File: src/sv/dtd_pkg.sv
// ---------------------------------------------------------------------------
// dtd_pkg: shared types and constants
// Byte codes, record kinds, status codes and the beat type between front/back.
// ---------------------------------------------------------------------------
`default_nettype none

package dtd_pkg;

	localparam int LENGTH_BITS_DEF = 24;
	localparam int QUEUE_DEPTH     = 2;
	localparam int MISS_LIMIT_RST  = 10;

	localparam logic [7:0] BYTE_START = 8'd2;
	localparam logic [7:0] BYTE_DELIM = 8'd31;
	localparam logic [7:0] BYTE_FIN   = 8'd3;
	localparam logic [7:0] BYTE_DATO  = 8'd4;
	localparam logic [7:0] CHAR_ZERO  = 8'd48;
	localparam logic [7:0] CHAR_NINE  = 8'd57;

	// output field layout
	localparam int BYTE_W   = 8;
	localparam int STATUS_W = 3;
	localparam int PLEN_W   = 24;
	localparam int KIND_W   = 2;
	localparam int TDATA_W  = 40;

	localparam logic [KIND_W-1:0] KIND_BODY    = 2'd0;
	localparam logic [KIND_W-1:0] KIND_PAYLOAD = 2'd1;
	localparam logic [KIND_W-1:0] KIND_STATUS  = 2'd2;

	localparam logic [STATUS_W-1:0] ST_OK           = 3'd0;
	localparam logic [STATUS_W-1:0] ST_MISS_LIMIT   = 3'd1;
	localparam logic [STATUS_W-1:0] ST_BAD_DELIM    = 3'd2;
	localparam logic [STATUS_W-1:0] ST_FIN_NO_DELIM = 3'd3;
	localparam logic [STATUS_W-1:0] ST_PAYLOAD_MISS = 3'd4;

	// classified beat handed from front to back
	typedef struct packed {
		logic       miss;
		logic [7:0] rx_byte;
		logic       is_start;
		logic       is_delim;
		logic       is_fin;
		logic       is_dato;
		logic       is_digit;
		logic [3:0] digit;
	} beat_t;

endpackage

`default_nettype wire

File: src/sv/dtd_front.sv
// ---------------------------------------------------------------------------
// dtd_front: input classifier
// Accepts input beats and decodes the control bytes and decimal digits.
// ---------------------------------------------------------------------------
`default_nettype none

module dtd_front (
	input  wire logic            s_axis_tvalid,
	output logic                 s_axis_tready,
	input  wire logic [7:0]      s_axis_tdata,
	input  wire logic [0:0]      s_axis_tuser,
	input  wire logic            q_full,
	output logic                 q_push,
	output dtd_pkg::beat_t       q_wdata
);

	logic [7:0] digit_full;

	assign s_axis_tready = !q_full;
	assign q_push        = s_axis_tvalid && !q_full;
	assign digit_full    = s_axis_tdata - dtd_pkg::CHAR_ZERO;

	always_comb begin
		q_wdata          = '0;
		q_wdata.miss     = s_axis_tuser[0];
		q_wdata.rx_byte  = s_axis_tdata;
		q_wdata.is_start = (s_axis_tdata == dtd_pkg::BYTE_START);
		q_wdata.is_delim = (s_axis_tdata == dtd_pkg::BYTE_DELIM);
		q_wdata.is_fin   = (s_axis_tdata == dtd_pkg::BYTE_FIN);
		q_wdata.is_dato  = (s_axis_tdata == dtd_pkg::BYTE_DATO);
		q_wdata.is_digit = (s_axis_tdata >= dtd_pkg::CHAR_ZERO) &&
				(s_axis_tdata <= dtd_pkg::CHAR_NINE);
		q_wdata.digit    = digit_full[3:0];
	end

endmodule

`default_nettype wire

File: src/sv/dtd_queue.sv
// ---------------------------------------------------------------------------
// dtd_queue: short beat queue
// Small FIFO between classifier and parser; push and pop in the same cycle unless it is full.
// ---------------------------------------------------------------------------
`default_nettype none

module dtd_queue #(
	parameter int DEPTH = dtd_pkg::QUEUE_DEPTH
) (
	input  wire logic           clk,
	input  wire logic           arst_n,
	input  wire logic           push,
	input  wire dtd_pkg::beat_t wdata,
	input  wire logic           pop,
	output logic                full,
	output logic                not_empty,
	output dtd_pkg::beat_t      rdata
);

	localparam int PTR_W = (DEPTH > 1) ? $clog2(DEPTH) : 1;
	localparam int CNT_W = $clog2(DEPTH + 1);
	localparam logic [PTR_W-1:0] PTR_LAST = PTR_W'(DEPTH - 1);
	localparam logic [CNT_W-1:0] CNT_FULL = CNT_W'(DEPTH);

	dtd_pkg::beat_t mem_q [DEPTH];
	logic [PTR_W-1:0] wr_ptr_q;
	logic [PTR_W-1:0] rd_ptr_q;
	logic [CNT_W-1:0] count_q;
	logic             do_push;
	logic             do_pop;

	assign full      = (count_q == CNT_FULL);
	assign not_empty = (count_q != '0);
	assign do_push   = push && !full;
	assign do_pop    = pop && not_empty;
	assign rdata     = mem_q[rd_ptr_q];

	always_ff @(posedge clk) begin
		if (do_push) begin
			mem_q[wr_ptr_q] <= wdata;
		end
	end

	always_ff @(posedge clk or negedge arst_n) begin
		if (!arst_n) begin
			wr_ptr_q <= '0;
			rd_ptr_q <= '0;
			count_q  <= '0;
		end else begin
			if (do_push) begin
				wr_ptr_q <= (wr_ptr_q == PTR_LAST) ? '0 : wr_ptr_q + 1'b1;
			end
			if (do_pop) begin
				rd_ptr_q <= (rd_ptr_q == PTR_LAST) ? '0 : rd_ptr_q + 1'b1;
			end
			if (do_push && !do_pop) begin
				count_q <= count_q + 1'b1;
			end else if (do_pop && !do_push) begin
				count_q <= count_q - 1'b1;
			end
		end
	end

endmodule

`default_nettype wire

File: src/sv/dtd_back.sv
// ---------------------------------------------------------------------------
// dtd_back: telegram parser
// Phase machine over classified beats with a registered output record.
// ---------------------------------------------------------------------------
`default_nettype none

module dtd_back #(
	parameter int LENGTH_BITS = dtd_pkg::LENGTH_BITS_DEF
) (
	input  wire logic                          clk,
	input  wire logic                          arst_n,
	input  wire logic [7:0]                    miss_limit,
	input  wire logic                          q_not_empty,
	input  wire dtd_pkg::beat_t                q_rdata,
	output logic                               q_pop,
	output logic                               out_valid,
	input  wire logic                          out_ready,
	output logic [dtd_pkg::KIND_W-1:0]         out_kind,
	output logic [dtd_pkg::BYTE_W-1:0]         out_byte,
	output logic [dtd_pkg::STATUS_W-1:0]       out_status,
	output logic                               out_last,
	output logic [dtd_pkg::PLEN_W-1:0]         out_length
);

	localparam int XW = LENGTH_BITS + 4;
	localparam logic [LENGTH_BITS-1:0] LEN_MAX = {LENGTH_BITS{1'b1}};

	typedef enum logic [2:0] {
		PH_HUNT,
		PH_AFTER_START,
		PH_BODY,
		PH_LENGTH,
		PH_PAYLOAD
	} phase_t;

	phase_t                  phase_q, phase_d;
	logic [7:0]              miss_cnt_q, miss_cnt_d;
	logic                    prev_delim_q, prev_delim_d;
	logic [LENGTH_BITS-1:0]  acc_q, acc_d;
	logic                    stopped_q, stopped_d;
	logic [LENGTH_BITS-1:0]  remain_q, remain_d;

	logic                    emit;
	logic                    clear;
	logic [dtd_pkg::KIND_W-1:0]   e_kind;
	logic [dtd_pkg::BYTE_W-1:0]   e_byte;
	logic [dtd_pkg::STATUS_W-1:0] e_status;

	logic [7:0]              miss_inc;
	logic [XW-1:0]           acc_x;
	logic [XW-1:0]           acc_mul;
	logic [LENGTH_BITS-1:0]  remain_dec;
	logic [31:0]             acc_w;

	assign q_pop = q_not_empty && (!out_valid || out_ready);

	assign miss_inc   = (miss_cnt_q == 8'hFF) ? miss_cnt_q : miss_cnt_q + 8'd1;
	assign acc_x      = {4'b0, acc_q};
	// acc * 10 + digit
	assign acc_mul    = (acc_x << 3) + (acc_x << 1) + XW'(q_rdata.digit);
	assign remain_dec = (remain_q != '0) ? remain_q - 1'b1 : remain_q;
	assign acc_w      = 32'(acc_q);

	always_comb begin
		phase_d      = phase_q;
		miss_cnt_d   = miss_cnt_q;
		prev_delim_d = prev_delim_q;
		acc_d        = acc_q;
		stopped_d    = stopped_q;
		remain_d     = remain_q;
		emit         = 1'b0;
		clear        = 1'b0;
		e_kind       = dtd_pkg::KIND_STATUS;
		e_byte       = '0;
		e_status     = dtd_pkg::ST_OK;

		if (q_rdata.miss) begin
			if (phase_q == PH_PAYLOAD) begin
				emit     = 1'b1;
				clear    = 1'b1;
				e_status = dtd_pkg::ST_PAYLOAD_MISS;
			end else if (miss_inc >= miss_limit) begin
				emit     = 1'b1;
				clear    = 1'b1;
				e_status = dtd_pkg::ST_MISS_LIMIT;
			end else begin
				miss_cnt_d = miss_inc;
			end
		end else begin
			case (phase_q)
				PH_HUNT: begin
					if (q_rdata.is_start) begin
						phase_d = PH_AFTER_START;
					end
				end
				PH_AFTER_START: begin
					if (!q_rdata.is_delim) begin
						emit     = 1'b1;
						clear    = 1'b1;
						e_status = dtd_pkg::ST_BAD_DELIM;
					end else begin
						phase_d      = PH_BODY;
						prev_delim_d = 1'b0;
					end
				end
				PH_BODY: begin
					if (q_rdata.is_fin) begin
						if (!prev_delim_q) begin
							emit     = 1'b1;
							clear    = 1'b1;
							e_status = dtd_pkg::ST_FIN_NO_DELIM;
						end else begin
							phase_d   = PH_LENGTH;
							acc_d     = '0;
							stopped_d = 1'b0;
						end
					end else begin
						prev_delim_d = q_rdata.is_delim;
						emit         = 1'b1;
						e_kind       = dtd_pkg::KIND_BODY;
						e_byte       = q_rdata.rx_byte;
					end
				end
				PH_LENGTH: begin
					if (q_rdata.is_dato) begin
						if (acc_q == '0) begin
							emit  = 1'b1;
							clear = 1'b1;
						end else begin
							remain_d = acc_q;
							phase_d  = PH_PAYLOAD;
						end
					end else if (!stopped_q) begin
						if (q_rdata.is_digit) begin
							acc_d = (acc_mul[XW-1:LENGTH_BITS] != '0) ? LEN_MAX :
									acc_mul[LENGTH_BITS-1:0];
						end else begin
							stopped_d = 1'b1;
						end
					end
				end
				PH_PAYLOAD: begin
					emit   = 1'b1;
					e_kind = dtd_pkg::KIND_PAYLOAD;
					e_byte = q_rdata.rx_byte;
					if (remain_dec == '0) begin
						clear = 1'b1;
					end else begin
						remain_d = remain_dec;
					end
				end
				default: begin
					clear = 1'b1;
				end
			endcase
		end

		if (clear) begin
			phase_d      = PH_HUNT;
			miss_cnt_d   = '0;
			prev_delim_d = 1'b0;
			acc_d        = '0;
			stopped_d    = 1'b0;
			remain_d     = '0;
		end
	end

	always_ff @(posedge clk or negedge arst_n) begin
		if (!arst_n) begin
			phase_q      <= PH_HUNT;
			miss_cnt_q   <= '0;
			prev_delim_q <= 1'b0;
			acc_q        <= '0;
			stopped_q    <= 1'b0;
			remain_q     <= '0;
			out_valid    <= 1'b0;
		end else begin
			if (q_pop) begin
				phase_q      <= phase_d;
				miss_cnt_q   <= miss_cnt_d;
				prev_delim_q <= prev_delim_d;
				acc_q        <= acc_d;
				stopped_q    <= stopped_d;
				remain_q     <= remain_d;
				// pop only happens with the output slot free or draining
				out_valid    <= emit;
			end else if (out_valid && out_ready) begin
				out_valid <= 1'b0;
			end
		end
	end

	// record payload, loaded with the beat that produces it
	always_ff @(posedge clk) begin
		if (q_pop && emit) begin
			out_kind   <= e_kind;
			out_byte   <= e_byte;
			out_status <= e_status;
			out_last   <= clear;
			out_length <= acc_w[dtd_pkg::PLEN_W-1:0];
		end
	end

endmodule

`default_nettype wire

File: src/sv/delimited_telegram_deframer.sv
// Record path: an input beat is held in the beat queue, then its record in the output
// register that drives m_axis; a stalled output keeps the beat waiting in the queue.
// Throughput: one input beat per cycle; a stalled output holds the parser and the
// two-entry queue absorbs the beats in flight before s_axis_tready drops.
// Reset: arst_n clears the parser to hunting, empties the queue and sets
// miss_limit to 10.
// ---------------------------------------------------------------------------
// delimited_telegram_deframer: telegram deframer top level
// Classifier front end, beat queue and phase-machine back end.
// ---------------------------------------------------------------------------
`default_nettype none

module delimited_telegram_deframer #(
	parameter int LENGTH_BITS = dtd_pkg::LENGTH_BITS_DEF
) (
	input  wire logic                         clk,
	input  wire logic                         arst_n,
	input  wire logic                         cfg_we,
	input  wire logic [7:0]                   cfg_wdata,      // miss_limit
	input  wire logic                         s_axis_tvalid,
	output logic                              s_axis_tready,
	input  wire logic [7:0]                   s_axis_tdata,   // rx_byte
	input  wire logic [0:0]                   s_axis_tuser,   // miss
	output logic                              m_axis_tvalid,
	input  wire logic                         m_axis_tready,
	// out_byte [7:0], status [10:8], payload_length [34:11], zero [39:35]
	output logic [dtd_pkg::TDATA_W-1:0]       m_axis_tdata,
	output logic [dtd_pkg::KIND_W-1:0]        m_axis_tuser,   // out_kind
	output logic                              m_axis_tlast    // frame_last
);

	localparam int PAD_W = dtd_pkg::TDATA_W - dtd_pkg::BYTE_W - dtd_pkg::STATUS_W
			- dtd_pkg::PLEN_W;

	logic [7:0]                    miss_limit_q;
	logic                          q_full;
	logic                          q_push;
	logic                          q_pop;
	logic                          q_not_empty;
	dtd_pkg::beat_t                q_wdata;
	dtd_pkg::beat_t                q_rdata;
	logic [dtd_pkg::BYTE_W-1:0]    out_byte;
	logic [dtd_pkg::STATUS_W-1:0]  out_status;
	logic [dtd_pkg::PLEN_W-1:0]    out_length;

	always_ff @(posedge clk or negedge arst_n) begin
		if (!arst_n) begin
			miss_limit_q <= 8'(dtd_pkg::MISS_LIMIT_RST);
		end else if (cfg_we) begin
			miss_limit_q <= cfg_wdata;
		end
	end

	dtd_front u_front (
		.s_axis_tvalid (s_axis_tvalid),
		.s_axis_tready (s_axis_tready),
		.s_axis_tdata  (s_axis_tdata),
		.s_axis_tuser  (s_axis_tuser),
		.q_full        (q_full),
		.q_push        (q_push),
		.q_wdata       (q_wdata)
	);

	dtd_queue #(
		.DEPTH (dtd_pkg::QUEUE_DEPTH)
	) u_queue (
		.clk       (clk),
		.arst_n    (arst_n),
		.push      (q_push),
		.wdata     (q_wdata),
		.pop       (q_pop),
		.full      (q_full),
		.not_empty (q_not_empty),
		.rdata     (q_rdata)
	);

	dtd_back #(
		.LENGTH_BITS (LENGTH_BITS)
	) u_back (
		.clk         (clk),
		.arst_n      (arst_n),
		.miss_limit  (miss_limit_q),
		.q_not_empty (q_not_empty),
		.q_rdata     (q_rdata),
		.q_pop       (q_pop),
		.out_valid   (m_axis_tvalid),
		.out_ready   (m_axis_tready),
		.out_kind    (m_axis_tuser),
		.out_byte    (out_byte),
		.out_status  (out_status),
		.out_last    (m_axis_tlast),
		.out_length  (out_length)
	);

	assign m_axis_tdata = {{PAD_W{1'b0}}, out_length, out_status, out_byte};

endmodule

`default_nettype wire

File: config.mk
export PLATFORM = sky130hd
export DESIGN_NAME = delimited_telegram_deframer
export DESIGN_NICKNAME = d
export VERILOG_FILES = /design/src/sv/dtd_pkg.sv /design/src/sv/dtd_front.sv /design/src/sv/dtd_queue.sv /design/src/sv/dtd_back.sv /design/src/sv/delimited_telegram_deframer.sv
export SDC_FILE = /design/constraint.sdc
export NUM_CORES = 1
export LEC_CHECK = 0
export BUFFER_PORTS_ARGS = -buffer_cell sky130_fd_sc_hd__buf_2
export CAP_MARGIN = 5
export CELL_PAD_IN_SITES_DETAIL_PLACEMENT = 1
export CELL_PAD_IN_SITES_GLOBAL_PLACEMENT = 2
export CORE_UTILIZATION = 43
export CTS_CLUSTER_SIZE = 40
export DETAILED_ROUTE_END_ITERATION = 16
export PLACE_DENSITY = 0.85
export SLEW_MARGIN = 25
export SYNTH_ARGS = -nofsm -noshare
export SYNTH_HDL_FRONTEND = slang
export SYNTH_SLANG_ARGS = --single-unit
File: constraint.sdc
create_clock -name clk -period 10.92 [get_ports clk]
set_input_delay 1.092 -clock clk [delete_from_list [all_inputs] [get_ports clk]]
set_output_delay 1.092 -clock clk [all_outputs]
set_load 0.03 [all_outputs]
==> key figures, run 1 <==
Detailed routing
  • Remaining DRCs: 0
  • Final ANT Viol Nets: 0
  • Iteration-0 DRC Markers: 268
  • First-pass iteration count of the detailed router: 4
  • Routed wire length: 22.6 mm
  • Vias: 6581
  • Vias/cell: 5.87
  • Wire per inst: 20.2 um

Worst hold path
  • WHS Endpoint: u_queue.wr_ptr_q$_DFFE_PN0P_
  • Hold Crit Class: reg2reg
  • Hold Crit Start: u_queue.wr_ptr_q$_DFFE_PN0P_
  • Hold Path Depth: 1

Timing
  • Relative slew slack: 0.418
  • Final worst slack: 5980 ps
  • Max-slew violations: 0
  • Final Setup Violations: 0
  • Setup TNS: 0 ps
  • Fmax: 202 MHz
  • Clock Skews: 11.6 ps
  • Final hold viol count: 0
  • Period minus WS final: 4940 ps
  • Fin crit share: 0.453
  • Worst-Margin Slew: 862 ps
  • RSZ-0062 raised after global routing: no

Clock tree
  • Worst-skew pair later-pin latency: 430 ps
  • Post-CTS Hold Buffers: 0
  • Post-CTS Setup Bufs: 0
  • Total CTS buffers: 17
  • H-Tree Depth: 4
  • TritonCTS clock tree: built
  • Reg clk slew, reported paths: 70 ps
  • Post_cts resized: 0
  • TritonCTS Sinks: 140
  • Clock Path Buffers: 2
  • Root Driver: clkbuf_16

Synth
  • Seq cells post-synth: 140
  • Synth cell types: 82
  • Syn_area_per_cell: 10.4 um2
  • Ys flop type: dfrtp_1
  • Syn Inst Count: 797
  • Register area share after synthesis: 0.463
  • Netlist Area Pre-Place: 8290 um2
  • Synth async-reset ratio: 0.529
  • Number of synthesized flops with an enable pin: 66
  • Synth warn: 0

Worst setup path
  • Crit-path cells: mux2_2 > fa_1 > ha_1 > a21o_1 > a21oi_1 > o31a_1 > o311ai_0 > a41oi_1 > mux2i_1 > a21oi_1 > o21a_1 > a221o_1
  • CP Capture Type: register
  • Worst reg2reg path startpoint: u_queue.rd_ptr_q$_DFFE_PN0P_
  • Kind of cell adding the most delay to the critical path: compound AO/OA/AOI/OAI gates
  • Worst r2r dst: u_back.acc_q[23]$_DFFE_PN0P_
  • CP Buf/Inv Count: 0
  • Crit Path Category: reg2reg
  • R2R cell count: 12
  • Crit-path max FO: 24
  • R2R Setup Slk: 5980 ps
  • Worst setup SP type: register
  • CP most frequent cell: a21oi_1
  • WP data arrival: 5300 ps
  • Critical Path Slowest Stage Cell: dfrtp_1
  • CP peak stage delay: 850 ps
  • Req. time, crit path: 11280 ps

Cells and area
  • Fraction of layout cells with a size suffix above 1: 0.158
  • Fin cells: 1122
  • FILL cells: 2086
  • Synth-to-Final Area Change: 13.8%
  • Nets: 932
  • Area of the multi-input gates: 4160 um2
  • Area occupied by registers: 3840 um2
  • Most frequent cells in the layout: 72 x dfrtp_1, 66 x edfxtp_1, 60 x a21oi_1, 60 x buf_2
  • N_diodes: 0
  • Most common cell after layout, fill and taps aside: dfrtp_1

Global routing
  • Initial antenna violation count: 0
  • First-pass GRT wire length: 36.6 mm
  • Largest net degree at the start of global routing: 75
  • Vias in the first global route: 6927
  • Total global routing overflow: 0
  • Gr usage total: 0.238

Power and ir drop
  • VDD IR max: 126 uV
  • PD cells: 199 nW/um2
  • P_leak: 0.00420 uW

Floorplan
  • Starting Density: 0.440
  • Die ar.: 19800 um2
  • I/O pins: 67
  • Die width: 141 um
  • Core Region: 18800 um2
  • Die height: 141 um
  • Num rows: 50

Placement
  • Dpl hpwl: 16.7 mm
  • Port bufs: 61
  • Routability cong.: 0.846
  • DP Cell Count: 1090
  • Dpl ws: 6030 ps

Status
  • Status: completed

Run
  • MaxCap Viol Count: 0
-- flip-flops by register name (all words and copies together) (netlist names) --
| register | flops |
|---|---|
| miss_limit_q | 8 |
| u_back.remain_q | 24 |
| u_back.out_length | 24 |
| u_back.prev_delim_q | 1 |
| u_back.acc_q | 24 |
| u_queue.mem_q | 28 |
| u_queue.rd_ptr_q | 1 |
| u_back.out_kind | 2 |
| u_back.stopped_q | 1 |
| u_back.out_status | 3 |
| u_back.out_last | 1 |
| u_queue.wr_ptr_q | 1 |
| u_back.out_byte | 8 |
| u_back.phase_q | 3 |
| u_back.out_valid | 1 |
| u_back.miss_cnt_q | 8 |
| u_queue.count_q | 2 |
-- area by class of cell --
type / count / share of cell area
clock buffers: 17 / 0.0451
clock inverters: 15 / 0.0200
inverters: 32 / 0.0127
multi-input cells: 590 / 0.441
flip-flops and latches: 140 / 0.406
well taps: 260 / 0.0345
repair buffers: 68 / 0.0407
-- worst max path at each step --
stage / slack [ps] / cells after the start / startpoint / end
after floorplan: 6180 / 15 / u_back.miss_cnt_q[0]$_DFFE_PN0P_ / u_back.out_byte[0]$_SDFFCE_PP0P_
after global placement: 6170 / 12 / u_queue.rd_ptr_q$_DFFE_PN0P_ / u_back.acc_q[2]$_DFFE_PN0P_
after detailed placement: 6030 / 12 / u_queue.rd_ptr_q$_DFFE_PN0P_ / u_back.acc_q[23]$_DFFE_PN0P_
after CTS: 5970 / 12 / u_queue.rd_ptr_q$_DFFE_PN0P_ / u_back.acc_q[23]$_DFFE_PN0P_
after global routing: 5640 / 12 / u_queue.rd_ptr_q$_DFFE_PN0P_ / u_back.acc_q[23]$_DFFE_PN0P_
final: 5980 / 12 / u_queue.rd_ptr_q$_DFFE_PN0P_ / u_back.acc_q[23]$_DFFE_PN0P_
-- Yosys cell counts (all sizes together), types with 4 or more instances --
cell type | instances | area share
xor2 | 12 | 0.013
nor4 | 17 | 0.016
buf | 15 | 0.014
o22ai | 13 | 0.0098
dfrtp | 72 | 0.22
mux2i | 13 | 0.016
o2bb2ai | 9 | 0.0095
nand2 | 59 | 0.027
or2 | 7 | 0.0053
o21ai | 44 | 0.027
nand4 | 7 | 0.0053
nor3 | 28 | 0.018
nand2b | 8 | 0.0060
nand3 | 18 | 0.012
a21o | 11 | 0.011
nor4b | 4 | 0.0050
a21oi | 60 | 0.036
o21bai | 6 | 0.0054
xnor2 | 20 | 0.021
edfxtp | 66 | 0.24
nor2 | 51 | 0.023
nor2b | 12 | 0.0091
or3 | 11 | 0.0083
a221o | 26 | 0.031
mux2 | 7 | 0.0095
o21a | 6 | 0.0054
o211ai | 6 | 0.0054
clkbuf | 24 | 0.011
ha | 59 | 0.089
o31ai | 11 | 0.010
inv | 32 | 0.014
and3 | 6 | 0.0045
-- routing by layer --
| layer | wire length (um) | track usage |
|---|---|---|
| met1 | 10400 | 0.312 |
| met2 | 11200 | 0.402 |
| met3 | 618 | 0.0360 |
| met4 | 416 | 0.0847 |
| met5 | 0 | 0 |
-- metrics by stage --
| stage | utilization | cell area [um2] | hold WS [ps] | total power (uW) |
|---|---|---|---|---|
| 6_report | 0.501 | 9440 | 494 | 1880 |
| 3_5_place_dp | 0.468 | 8820 | 485 | 1310 |
| 5_1_grt | 0.501 | 9440 | 511 | 1970 |
| 2_1_floorplan | - | 8310 | 461 | 1130 |
| 4_1_cts | 0.501 | 9430 | 498 | 1900 |
| 3_3_place_gp | 0.467 | 8790 | 477 | 1270 |
-- kinds of logic (layout without fill, tap and decap cells) --
family,after synthesis,after routing,synth area share
buffers and inverters,71,132,0.0395
AO/OA/AOI/OAI,224,224,0.185
other,1,5,0.000452
XOR/XNOR,32,32,0.0338
AND/OR/NAND/NOR,248,248,0.160
adder cells (fa/ha/maj),61,61,0.0938
flip-flops,140,140,0.463
multiplexers,20,20,0.0252
-- power by group --
group / switching (uW) / total (uW) / internal (uW) / leakage, uW
sequential: 57.3 / 731 / 674 / 0.00162
combinational: 389 / 564 / 175 / 0.00228
clock: 276 / 588 / 312 / 0.000299
No activity file was read; power rests on OpenSTA's default activity.
==> inputs of run 2 (changes only) <==
--- a/config.mk
+++ b/config.mk
@@ -5,14 +5,15 @@
 export SDC_FILE = /design/constraint.sdc
 export NUM_CORES = 1
 export LEC_CHECK = 0
+export ABC_AREA = 1
 export BUFFER_PORTS_ARGS = -buffer_cell sky130_fd_sc_hd__buf_2
 export CAP_MARGIN = 5
 export CELL_PAD_IN_SITES_DETAIL_PLACEMENT = 1
 export CELL_PAD_IN_SITES_GLOBAL_PLACEMENT = 2
-export CORE_UTILIZATION = 43
+export CORE_UTILIZATION = 37
 export CTS_CLUSTER_SIZE = 40
 export DETAILED_ROUTE_END_ITERATION = 16
-export PLACE_DENSITY = 0.85
+export PLACE_DENSITY = 0.8
 export SLEW_MARGIN = 25
 export SYNTH_ARGS = -nofsm -noshare
 export SYNTH_HDL_FRONTEND = slang
==> constraint.sdc (replaced) <==
create_clock -name clk -period 4.66 [get_ports clk]
set_input_delay 0.466 -clock clk [delete_from_list [all_inputs] [get_ports clk]]
set_output_delay 0.466 -clock clk [all_outputs]
set_load 0.03 [all_outputs]
==> key figures, run 2 <==
Status
  • Status: completed

Worst setup path
  • Crit-path max FO: 48 (+100%)
  • Worst r2r dst: u_back.remain_q[18]$_DFFE_PN0P_
  • R2R cell count: 23 (+11)
  • Req. time, crit path: 5010 ps (-6270 ps)
  • Crit Path Category: reg2reg
  • Worst reg2reg path startpoint: u_back.miss_cnt_q[0]$_DFFE_PN0P_
  • R2R Setup Slk: 530 ps (-5440 ps)
  • Critical path startpoint: u_back.miss_cnt_q[0]$_DFFE_PN0P_
  • WP data arrival: 4470 ps (-830 ps)
  • Worst setup SP type: register
  • CP Capture Type: register

Cells and area
  • Largest register FFs: 28 (unchanged)
  • Fin cells: 1500 (+34%)
  • Most frequent cells in the layout: 311 x nand2_1, 109 x nor2_1, 83 x inv_1, 72 x dfrtp_1
  • Nets: 1251 (+34%)
  • Fraction of layout cells with a size suffix above 1: 0.132 (-0.0257)
  • Top reg by flops: u_queue.mem_q
  • Post-layout instance area: 10200 um2 (+7.8%)
  • Synth-to-Final Area Change: 14.4%
  • Most common cell after layout, fill and taps aside: nand2_1
  • N_diodes: 0 (unchanged)

Timing
  • Fmax: 242 MHz (+20%)
  • Clock Skews: 19.5 ps (+7.89 ps)
  • Fin crit share: 0.885 (+0.433)
  • RSZ-0062 raised after global routing: no
  • Worst-Margin Slew: 876 ps (+13.4 ps)
  • Period minus WS final: 4130 ps (-816 ps)
  • Setup TNS: 0 ps (unchanged)
  • Final Setup Violations: 0 (unchanged)
  • Relative slew slack: 0.401 (-0.0167)
  • Max-slew violations: 0 (unchanged)
  • Final hold viol count: 0 (unchanged)
  • WHS: 222 ps (-272 ps)

Clock tree
  • TritonCTS clock tree: built
  • Post-CTS Setup Bufs: 0 (unchanged)
  • Reg clk slew, reported paths: 70 ps (about the same)
  • Worst-skew pair later-pin latency: 440 ps (about the same)
  • Total CTS buffers: 17 (unchanged)
  • TritonCTS Sinks: 140 (unchanged)
  • Clock Path Buffers: 2 (unchanged)
  • H-Tree Depth: 4 (unchanged)
  • Root Driver: clkbuf_16

Placement
  • Port bufs: 61 (unchanged)
  • Dpl hpwl: 19.6 mm (+17%)
  • Placed cell areas: 9540 um2 (+8.1%)
  • Routability cong.: 0.849 (+0.34%)
  • DP Cell Count: 1467 (+35%)

Detailed routing
  • Vias/cell: 5.15 (-12%)
  • Routed length on met2: 12.3 mm (+9.9%)
  • M1 WL: 12.6 mm (+21%)
  • Vias: 7720 (+17%)
  • Iteration-0 DRC Markers: 394 (+47%)
  • Met3 routed WL: 477 um (-23%)
  • Wire per inst: 17.1 um (-15%)
  • Routed wire length: 25.6 mm (+13%)
  • Final ANT Viol Nets: 0 (unchanged)
  • Remaining DRCs: 0 (unchanged)
  • First-pass iteration count of the detailed router: 4 (unchanged)
  • Uppermost layer routed: met4

Synth
  • Leading area contributor after synthesis: edfxtp_1
  • Syn Inst Count: 1106 (+39%)
  • Most frequent cell after synthesis: nand2_1
  • Netlist Area Pre-Place: 8890 um2 (+7.2%)
  • Synth top area share: 0.223 (-0.0161)
  • Register area share after synthesis: 0.431 (-0.0312)
  • Synth cell types: 49 (-40%)
  • Top cells by count, synth: 311 x nand2_1, 112 x nor2_1, 83 x inv_1
  • Syn_area_per_cell: 8.04 um2 (-23%)
  • Synth async-reset ratio: 0.529 (unchanged)
  • Seq cells post-synth: 140 (unchanged)
  • Largest cells by area after synthesis: edfxtp_1 22%, dfrtp_1 20%, nand2_1 13%
  • Synth warn: 0 (unchanged)
  • Number of synthesized flops with an enable pin: 66 (unchanged)
  • Ys flop type: dfrtp_1

Floorplan
  • I/O pins: 67 (unchanged)
  • Die height: 157 um (+11%)
  • Core Region: 23500 um2 (+25%)
  • Num rows: 56 (+12%)
  • Die ar.: 24700 um2 (+24%)
  • Die width: 157 um (+11%)
  • Starting Density: 0.378 (-0.0627)

Global routing
  • Total global routing overflow: 0 (unchanged)
  • Initial antenna violation count: 0 (unchanged)
  • Largest net degree at the start of global routing: 52 (-31%)
  • Vias in the first global route: 7820 (+13%)
  • First-pass GRT wire length: 41.7 mm (+14%)
  • Gr usage total: 0.219 (-0.0196)

Worst hold path
  • WHS Endpoint: u_queue.mem_q[1][17]$_DFFE_PP_
  • Hold Path Depth: 1 (unchanged)
  • Hold Crit Start: s_axis_tuser
  • Hold Crit Class: in2reg

Run
  • MaxCap Viol Count: 0 (unchanged)
run 2: cell count changes after synthesis, sizes merged, moves of 21 or more:
cell	before	now
nor2	51	120
inv	32	85
nand2	59	315
o211ai	6	27
o21ai	44	78
a221o	26	0
nand3	18	68
run 2: critical path, cell delays in order, from the launching register on:
cell and delay, ps:
dfrtp_1 380, ha_1 180, inv_1 50, nor4_1 250
inv_1 110, nor2_1 100, inv_1 70, nor2_2 240
inv_1 130, o21ai_0 280, ha_1 300, a21oi_1 150
o21ai_0 100, nand2_1 70, o211ai_1 80, a21oi_1 210
nand3_1 220, nand2_4 220, buf_4 260, a21oi_2 70
nand2_1 80, clkbuf_8 310, nand2_1 90, o21ai_1 80
run 2: worst max-delay path by stage:
stage | slack (ps) | endpoint
final | 530 | u_back.remain_q[18]$_DFFE_PN0P_
after global routing | 30 | u_back.remain_q[16]$_DFFE_PN0P_
after CTS | 170 | u_back.remain_q[3]$_DFFE_PN0P_
after detailed placement | 190 | u_back.remain_q[6]$_DFFE_PN0P_
after global placement | 310 | u_back.remain_q[7]$_DFFE_PN0P_
after floorplan | 70 | u_back.out_byte[0]$_SDFFCE_PP0P_
run 2: kinds of logic (layout without fill, tap and decap cells):
kind of cell	Yosys count	after routing	synth area share
fa+ha+maj	61	61	0.0875
flops	140	140	0.431
other cells	1	5	0.000422
xor+xnor	20	20	0.0197
buf+inv	122	193	0.0604
mux	3	3	0.00352
compound gates	194	194	0.125
simple gates	565	565	0.272
run 2: metal layers:
| layer | global-route usage | vias up |
|---|---|---|
| met4 | 0.0555 | 0 |
| met5 | 0 | - |
| met1 | 0.297 | 3759 |
| met3 | 0.0303 | 19 |
| met2 | 0.366 | 69 |
| li1 | - | 3873 |
run 2: layout make-up:
class,instances,area (um2)
inverters,85,319
clock buffers,17,425
fillers,2916,13400
flip-flops and latches,140,3840
multi-input cells,848,4560
well taps,319,399
repair buffers,76,449
clock inverters,15,189
run 2: stage by stage:
step	worst slack, ps	utilization
floorplan	68.8	-
global placement	309	0.404
detailed placement	189	0.405
CTS	165	0.432
global route	32.6	0.432
finish	534	0.432
run 2: repair_timing:
action | in CTS | in global routing
resized for setup | 0 | 4
endpoints found under the setup margin | 0 | 48
endpoints found under the hold margin | 15 | 0
hold buffers | 1 | 0
Power of run 2 is left out: the tool's default activity adds up to more than one toggle a clock period on the data nets, which glitch-free logic cannot reach.
